### src/rtl/core/assert_macros.svh
// ----------------------------------------------------------------------------
// Assertion macros
// Shared concurrent assertion forms for the RTL in this folder.
// ----------------------------------------------------------------------------
`ifndef ASSERT_MACROS_SVH
`define ASSERT_MACROS_SVH

// Same-cycle implication, ignored while reset is asserted
`define ASSERT_SAME(label, clk, rst_n, ante, cons) \
	label: assert property (@(posedge clk) disable iff (!rst_n) (ante) |-> (cons)) \
		else $error("assertion failed: same-cycle check");

// Next-cycle implication, ignored while reset is asserted
`define ASSERT_NEXT(label, clk, rst_n, ante, cons) \
	label: assert property (@(posedge clk) disable iff (!rst_n) (ante) |=> (cons)) \
		else $error("assertion failed: next-cycle check");

`endif

### src/rtl/core/hsv2rgb_pkg.sv
// ----------------------------------------------------------------------------
// HSV to RGB converter package
// Fixed-point format and port widths shared by the converter.
// ----------------------------------------------------------------------------
package hsv2rgb_pkg;

	// Fraction bits of S, V and the hue fraction; ONE means 1.0
	localparam int FRAC_BITS = 16;
	localparam int FRAC_W    = FRAC_BITS + 1;
	localparam logic [FRAC_W-1:0] ONE = FRAC_W'(1) << FRAC_BITS;

	// Hue in whole degrees and 8-bit colour channels
	localparam int HUE_W  = 16;
	localparam int CHAN_W = 8;

	typedef logic [FRAC_W-1:0] frac_t;
	typedef logic [CHAN_W-1:0] chan_t;

endpackage

### src/rtl/core/hsv_to_rgb_converter.sv
// ----------------------------------------------------------------------------
// HSV to RGB converter
// Hexcone colour conversion in fixed point, six register stages.
// ----------------------------------------------------------------------------
//
//  channel | handshake               | payload
//  --------+-------------------------+----------------------------------------
//  input   | in_valid / in_ready     | hue_degrees, saturation, brightness
//  output  | out_valid / out_ready   | red, green, blue
//
//  One word enters per cycle while in_ready is high; each word passes through
//  stages one to six in order. The stage-six register is the output register.
//  arst_n clears every stage valid bit; payload registers are not reset.
//  A stage loads when it is empty or the stage after it moves, so a stall at
//  out_ready backs up stage by stage and in_ready falls only once all six
//  stages hold a word.
//
module hsv_to_rgb_converter (
	input  logic                              clk,
	input  logic                              arst_n,
	input  logic                              in_valid,
	output logic                              in_ready,
	input  logic [hsv2rgb_pkg::HUE_W-1:0]     hue_degrees,
	input  logic [hsv2rgb_pkg::FRAC_W-1:0]    saturation,
	input  logic [hsv2rgb_pkg::FRAC_W-1:0]    brightness,
	output logic                              out_valid,
	input  logic                              out_ready,
	output logic [hsv2rgb_pkg::CHAN_W-1:0]    red,
	output logic [hsv2rgb_pkg::CHAN_W-1:0]    green,
	output logic [hsv2rgb_pkg::CHAN_W-1:0]    blue
);
	import hsv2rgb_pkg::*;

	`include "assert_macros.svh"

	// Hue / 60 by reciprocal: exact for every 16-bit hue
	localparam int DIV60_SHIFT = HUE_W + 6;
	localparam int DIV60_M_W   = HUE_W + 1;
	localparam logic [DIV60_M_W-1:0] DIV60_M =
		DIV60_M_W'(((64'd1 << DIV60_SHIFT) + 64'd59) / 64'd60);
	localparam int Q60_W = 11;   // hue / 60 stays below 1093

	// (hue / 60) / 6 by reciprocal: exact for every 11-bit quotient
	localparam int DIV6_SHIFT = Q60_W + 3;
	localparam int DIV6_M_W   = Q60_W + 1;
	localparam logic [DIV6_M_W-1:0] DIV6_M =
		DIV6_M_W'(((64'd1 << DIV6_SHIFT) + 64'd5) / 64'd6);
	localparam int Q6_W = 8;     // at most 182

	// f = (rem << FRAC_BITS) / 60 by reciprocal, rem below 60
	localparam int REM_W    = 6;
	localparam int FR_SHIFT = FRAC_BITS + 2 * REM_W;
	localparam int FR_M_W   = FRAC_BITS + REM_W + 1;
	localparam logic [FR_M_W-1:0] FR_M =
		FR_M_W'(((64'd1 << FR_SHIFT) + 64'd59) / 64'd60);

	// Sector codes
	localparam int SEC_W = 3;
	localparam logic [SEC_W-1:0] SEC_RED_YEL = 3'd0;
	localparam logic [SEC_W-1:0] SEC_YEL_GRN = 3'd1;
	localparam logic [SEC_W-1:0] SEC_GRN_CYN = 3'd2;
	localparam logic [SEC_W-1:0] SEC_CYN_BLU = 3'd3;
	localparam logic [SEC_W-1:0] SEC_BLU_MAG = 3'd4;
	localparam logic [SEC_W-1:0] SEC_MAG_RED = 3'd5;

	// floor(x * 255 / ONE), x at most ONE so the result fits eight bits
	function automatic chan_t to_byte(input frac_t x);
		logic [FRAC_W+CHAN_W-1:0] prod;
		prod = {x, CHAN_W'(0)} - {CHAN_W'(0), x};
		return prod[FRAC_BITS +: CHAN_W];
	endfunction

	// Stage valid bits and advance terms
	logic vld_s1, vld_s2, vld_s3, vld_s4, vld_s5, vld_s6;
	logic adv_s1, adv_s2, adv_s3, adv_s4, adv_s5, adv_s6;

	assign adv_s6 = !vld_s6 || out_ready;
	assign adv_s5 = !vld_s5 || adv_s6;
	assign adv_s4 = !vld_s4 || adv_s5;
	assign adv_s3 = !vld_s3 || adv_s4;
	assign adv_s2 = !vld_s2 || adv_s3;
	assign adv_s1 = !vld_s1 || adv_s2;

	assign in_ready  = adv_s1;
	assign out_valid = vld_s6;

	// Advance valid bits with the data
	always_ff @(posedge clk or negedge arst_n) begin
		if (!arst_n) begin
			vld_s1 <= 1'b0;
			vld_s2 <= 1'b0;
			vld_s3 <= 1'b0;
			vld_s4 <= 1'b0;
			vld_s5 <= 1'b0;
			vld_s6 <= 1'b0;
		end else begin
			if (adv_s1) vld_s1 <= in_valid;
			if (adv_s2) vld_s2 <= vld_s1;
			if (adv_s3) vld_s3 <= vld_s2;
			if (adv_s4) vld_s4 <= vld_s3;
			if (adv_s5) vld_s5 <= vld_s4;
			if (adv_s6) vld_s6 <= vld_s5;
		end
	end

	// Stage 1: clamp S and V to one, divide hue by 60
	logic [HUE_W+DIV60_M_W-1:0] hue_prod;
	frac_t                      sat_lim, val_lim;
	logic [HUE_W-1:0]           hue_s1;
	logic [Q60_W-1:0]           q60_s1;
	frac_t                      sat_s1, val_s1;

	assign hue_prod = (HUE_W+DIV60_M_W)'(hue_degrees) * (HUE_W+DIV60_M_W)'(DIV60_M);
	assign sat_lim  = (saturation > ONE) ? ONE : saturation;
	assign val_lim  = (brightness > ONE) ? ONE : brightness;

	always_ff @(posedge clk) begin
		if (adv_s1) begin
			hue_s1 <= hue_degrees;
			q60_s1 <= hue_prod[DIV60_SHIFT +: Q60_W];
			sat_s1 <= sat_lim;
			val_s1 <= val_lim;
		end
	end

	// Stage 2: remainder inside the 60-degree span, divide quotient by 6
	logic [HUE_W-1:0]          q60_x60;
	logic [HUE_W-1:0]          rem_full;
	logic [Q60_W+DIV6_M_W-1:0] q6_prod;
	logic [REM_W-1:0]          rem_s2;
	logic [Q60_W-1:0]          q60_s2;
	logic [Q6_W-1:0]           q6_s2;
	frac_t                     sat_s2, val_s2;

	assign q60_x60  = (HUE_W'(q60_s1) << 6) - (HUE_W'(q60_s1) << 2);
	assign rem_full = hue_s1 - q60_x60;
	assign q6_prod  = (Q60_W+DIV6_M_W)'(q60_s1) * (Q60_W+DIV6_M_W)'(DIV6_M);

	always_ff @(posedge clk) begin
		if (adv_s2) begin
			rem_s2 <= rem_full[REM_W-1:0];
			q60_s2 <= q60_s1;
			q6_s2  <= q6_prod[DIV6_SHIFT +: Q6_W];
			sat_s2 <= sat_s1;
			val_s2 <= val_s1;
		end
	end

	// Stage 3: sector from hue mod 360, fraction f inside the sector
	logic [Q60_W-1:0]        q6_x6;
	logic [Q60_W-1:0]        sec_full;
	logic [REM_W+FR_M_W-1:0] f_prod;
	logic [SEC_W-1:0]        sector_s3;
	logic [FRAC_BITS-1:0]    f_s3;
	frac_t                   sat_s3, val_s3;

	assign q6_x6    = (Q60_W'(q6_s2) << 2) + (Q60_W'(q6_s2) << 1);
	assign sec_full = q60_s2 - q6_x6;
	assign f_prod   = (REM_W+FR_M_W)'(rem_s2) * (REM_W+FR_M_W)'(FR_M);

	always_ff @(posedge clk) begin
		if (adv_s3) begin
			sector_s3 <= sec_full[SEC_W-1:0];
			f_s3      <= f_prod[2*REM_W +: FRAC_BITS];
			sat_s3    <= sat_s2;
			val_s3    <= val_s2;
		end
	end

	// Stage 4: S*f, S*(1-f) and p = V*(1-S)
	frac_t                 f_comp;
	frac_t                 s_comp;
	logic [2*FRAC_W-1:0]   sf_prod, sfc_prod, p_prod;
	frac_t                 sf_s4, sfc_s4, p_s4, val_s4;
	logic [SEC_W-1:0]      sector_s4;

	assign f_comp   = ONE - FRAC_W'(f_s3);
	assign s_comp   = ONE - sat_s3;
	assign sf_prod  = (2*FRAC_W)'(sat_s3) * (2*FRAC_W)'(f_s3);
	assign sfc_prod = (2*FRAC_W)'(sat_s3) * (2*FRAC_W)'(f_comp);
	assign p_prod   = (2*FRAC_W)'(val_s3) * (2*FRAC_W)'(s_comp);

	always_ff @(posedge clk) begin
		if (adv_s4) begin
			sf_s4     <= sf_prod[FRAC_BITS +: FRAC_W];
			sfc_s4    <= sfc_prod[FRAC_BITS +: FRAC_W];
			p_s4      <= p_prod[FRAC_BITS +: FRAC_W];
			val_s4    <= val_s3;
			sector_s4 <= sector_s3;
		end
	end

	// Stage 5: q = V*(1-S*f), t = V*(1-S*(1-f))
	// With zero saturation p, q and t all equal V, which gives grey.
	logic [2*FRAC_W-1:0] q_prod, t_prod;
	frac_t               q_s5, t_s5, p_s5, val_s5;
	logic [SEC_W-1:0]    sector_s5;

	assign q_prod = (2*FRAC_W)'(val_s4) * (2*FRAC_W)'(ONE - sf_s4);
	assign t_prod = (2*FRAC_W)'(val_s4) * (2*FRAC_W)'(ONE - sfc_s4);

	always_ff @(posedge clk) begin
		if (adv_s5) begin
			q_s5      <= q_prod[FRAC_BITS +: FRAC_W];
			t_s5      <= t_prod[FRAC_BITS +: FRAC_W];
			p_s5      <= p_s4;
			val_s5    <= val_s4;
			sector_s5 <= sector_s4;
		end
	end

	// Stage 6: route V, p, q, t by sector and scale to eight bits
	frac_t r_sel, g_sel, b_sel;
	chan_t red_s6, green_s6, blue_s6;

	always_comb begin
		unique case (sector_s5)
			SEC_RED_YEL: begin r_sel = val_s5; g_sel = t_s5;   b_sel = p_s5;   end
			SEC_YEL_GRN: begin r_sel = q_s5;   g_sel = val_s5; b_sel = p_s5;   end
			SEC_GRN_CYN: begin r_sel = p_s5;   g_sel = val_s5; b_sel = t_s5;   end
			SEC_CYN_BLU: begin r_sel = p_s5;   g_sel = q_s5;   b_sel = val_s5; end
			SEC_BLU_MAG: begin r_sel = t_s5;   g_sel = p_s5;   b_sel = val_s5; end
			SEC_MAG_RED: begin r_sel = val_s5; g_sel = p_s5;   b_sel = q_s5;   end
			default:     begin r_sel = val_s5; g_sel = p_s5;   b_sel = q_s5;   end
		endcase
	end

	always_ff @(posedge clk) begin
		if (adv_s6) begin
			red_s6   <= to_byte(r_sel);
			green_s6 <= to_byte(g_sel);
			blue_s6  <= to_byte(b_sel);
		end
	end

	assign red   = red_s6;
	assign green = green_s6;
	assign blue  = blue_s6;

	// Checks on the divider chain and the stall logic
	`ASSERT_SAME(a_rem_range, clk, arst_n, vld_s2, rem_s2 < REM_W'(60))
	`ASSERT_SAME(a_sector_range, clk, arst_n, vld_s3, sector_s3 <= SEC_MAG_RED)
	`ASSERT_SAME(a_full_on_stall, clk, arst_n, !in_ready, vld_s1 && vld_s2 && vld_s3 && vld_s4 && vld_s5 && vld_s6)
	`ASSERT_NEXT(a_no_drop, clk, arst_n, vld_s5 && adv_s6, vld_s6)

endmodule

### config.mk
export PLATFORM = sky130hd
export DESIGN_NAME = hsv_to_rgb_converter
export DESIGN_NICKNAME = d
export VERILOG_FILES = /design/src/rtl/core/hsv2rgb_pkg.sv /design/src/rtl/core/hsv_to_rgb_converter.sv
export VERILOG_INCLUDE_DIRS = /design/src /design/src/rtl/core
export SDC_FILE = /design/constraint.sdc
export NUM_CORES = 2
export LEC_CHECK = 0
export BUFFER_PORTS_ARGS = -buffer_cell sky130_fd_sc_hd__buf_2
export CORE_MARGIN = 5
export CORE_UTILIZATION = 35
export DETAILED_ROUTE_END_ITERATION = 7
export GPL_ROUTABILITY_DRIVEN = 0
export GPL_TIMING_DRIVEN = 1
export HOLD_SLACK_MARGIN = 0.08
export SETUP_SLACK_MARGIN = 0.4
export SLEW_MARGIN = 25
export SYNTH_ARGS = -nofsm -noshare
export SYNTH_HDL_FRONTEND = slang
export SYNTH_SLANG_ARGS = --single-unit
### constraint.sdc
create_clock -name clk -period 11.75 [get_ports clk]
set_input_delay 1.7625 -clock clk [delete_from_list [all_inputs] [get_ports clk]]
set_output_delay 1.7625 -clock clk [all_outputs]
set_load 0.1 [all_outputs]
==> impl_metrics.tcl <==
set metrics [dict create \
    hold_class "register to register" \
    hold_viol 0 \
    die_h_um 436 \
    cts_buffer_depth 3 \
    viasPerCell 4.86 \
    numClockSinks 320 \
    seq_area_um2 9580 \
    multiInputGateArea_um2 46900 \
    clock_skew_ns 0.0378 \
    synth_fp_nets 8653 \
    nets 8584 \
    layout_commonest_cell "inv_1" \
    dpl.hpwl_um 119000 \
    period_needed_ns 8.70 \
    slowest_stage "xor2_2" \
    r2r-start "sat_s3[1]" \
    worstSetupStartpoint "sat_s3[1]" \
    detail-route-antenna-nets 0 \
    dr.pass1.iters 6 \
    tns_ns 0 \
    antenna_found_initial 2 \
    async_reset_ff_share_pct 1.88 \
    grt_max_degree 88 \
    hold_buffers 0 \
    grt_pass1_wl_um 255000 \
    timing.critical_path.to_type "register" \
    wirelength_um 153000 \
    clk_pin_slew_ns 0.07 \
    cts_setup_buffers 0 \
    finalInstanceArea_um2 67700 \
    synthCells 6708 \
    place_area_um2 66500 \
    seq_area_frac_synth_pct 15.1 \
    min_from "q60_s2[0]" \
    max_stage_delay_ns 0.73 \
    timing.final.crit_share_pct 74.0 \
    worstPathMaxFanout 31 \
    dieArea_um2 190000 \
    cts_tree "done" \
    slew_headroom_pct 26.8 \
    worst_pin_slew_ns 1.09 \
    dr.first_iter.drc_count 2691 \
    drc_errors 0 \
    antennaDiodeCount 0 \
    numCtsBuffers 39 \
    worstPathRequired_ns 12.08 \
    drv_cap 0 \
    row_count 156 \
    rsz0062_at_grt "false" \
    status "finished, final reports clean" \
    layout_common_cells "inv_1, fa_1, nand2_1, ha_1, and2_1" \
    yosysWarnings 0 \
    grt.overflow.total 0 \
    wl_per_cell_um 16.9 \
    critical_path.top_delay_family "adder cells" \
    path_class "register to register" \
    yosys.cell_types.count 77 \
    clk-insertion-delay-late_ns 0.58 \
    drive_above_1_share_pct 4.54 \
    max_freq_mhz 115 \
    post_cts_resized 0 \
    initial_utilization_pct 35.1 \
    dpl.cell_count 8968 \
    grtUsageTotal_pct 16.4 \
    fillers 17828 \
    ys_seq_elements 320 \
    synth_edf_count 314 \
    place.port_buffers 79 \
    synth_flop_cell "edfxtp_1" \
    htreeDepth 2 \
    clk_root_buffer_cell "clkbuf_16" \
    setup_viol 0 \
    crit_arrival_ns 9.03 \
    path_buf_inv 6 \
    avgSynthCellArea_um2 9.45 \
    die_w_um 436 \
    grt_pass1_vias 47709 \
    slew_violations 0 \
    core-area_um2 181000 \
    crit_path_start_kind "register" \
    areaGrowthSynthToFinish_pct 6.87 \
    io_pins 80 \
    cp_common_cell "fa_1" \
    final_cells 9038 \
    vias 43964 \
    synth_area_um2 63400 \
]
-- layout make-up --
class	instances	area share (%)
tap	2370	4.38
clock inverter	27	0.310
timing repair buffer	189	1.80
inverter	1569	8.70
sequential	320	14.1
multi-input combinational	4520	69.2
clock buffer	43	1.49
-- stage by stage --
step | worst slack [ns] | hold WS, ns | utilization, %
after floorplan | 3.73 | 0.400 | -
after global placement | 2.83 | 0.404 | 36.8
after detailed placement | 3.03 | 0.405 | 36.8
after CTS | 3.07 | 0.411 | 37.5
after global routing | 2.63 | 0.420 | 37.5
final | 3.05 | 0.411 | 37.5
-- Yosys cell counts (all sizes together) (21+ instances only) --
cell type,n,share of area (%)
a21o,62,0.73
nor2b,48,0.47
xnor2,146,2.0
nor4,27,0.27
nor3,42,0.36
nand3,31,0.24
nand2,1027,6.1
xor2,60,0.84
mux2i,27,0.43
o21ai,80,0.64
and3,24,0.24
edfxtp,314,15
a21oi,133,1.1
buf,37,0.27
o21a,23,0.27
clkbuf,262,1.6
inv,1569,9.3
ha,716,14
and2,486,4.8
a31oi,25,0.25
fa,1175,37
nor2,149,0.88
a211oi,22,0.27
nand2b,21,0.21
-- flip-flops by register name, indices dropped and copies added (netlist names), 6 cells and up --
register  count
rem_s2        6
green         8
red           8
sat_s2       17
val_s4       17
sat_s3       17
sat_s1       17
val_s3       17
sf_s4        17
q_s5         17
hue_s1        6
q60_s1       11
p_s4         17
val_s1       17
val_s5       17
t_s5         17
sfc_s4       17
val_s2       17
p_s5         17
f_s3         15
blue          8
-- layer usage --
| metal | wire length [um] | track usage (%) | vias to the layer above |
|---|---|---|---|
| met4 | 3350 | 3.52 | 0 |
| met1 | 69900 | 23.4 | 22272 |
| li1 | - | - | 20205 |
| met5 | 0 | 0 | - |
| met2 | 70600 | 27.0 | 1262 |
| met3 | 9160 | 2.02 | 225 |
-- worst register-to-register path: cells and delay by family, from the launching register on --
kind	cells	cell delay, ns
and+or+nand+nor	5	1.73
buffers and inverters	6	0.72
AOI/OAI and AO/OA	8	1.69
DFF	1	0.35
adders and majority gates	8	3.12
xor gates and xnor gates	2	0.86
-- path summary, 6_finish.rpt --
kind	end	cells past startpoint	slack, ns
hold / removal	sector_s3[0]	0	0.41
hold reg to reg	sector_s3[0]	0	0.41
min in group asynchronous	out_valid	1	1.03
max in group asynchronous	vld_s2	1	10.49
setup / recovery	p_s4[13]	29	3.05
setup reg to reg	p_s4[13]	29	3.05
-- kinds of logic (layout without fill, tap and decap cells) --
kind of cell | Yosys count | after routing | synth area share, %
AND/OR/NAND/NOR | 1930 | 1930 | 14.4
XOR/XNOR | 206 | 206 | 2.86
adder cells (fa/ha/maj) | 1891 | 1891 | 51.2
AO/OA/AOI/OAI | 460 | 460 | 4.76
multiplexers | 33 | 33 | 0.533
flip-flops | 320 | 320 | 15.1
buffers and inverters | 1868 | 1828 | 11.1
Power is not shown: default switching activity piles up to over one toggle a cycle in this logic, so the estimate is an artifact.
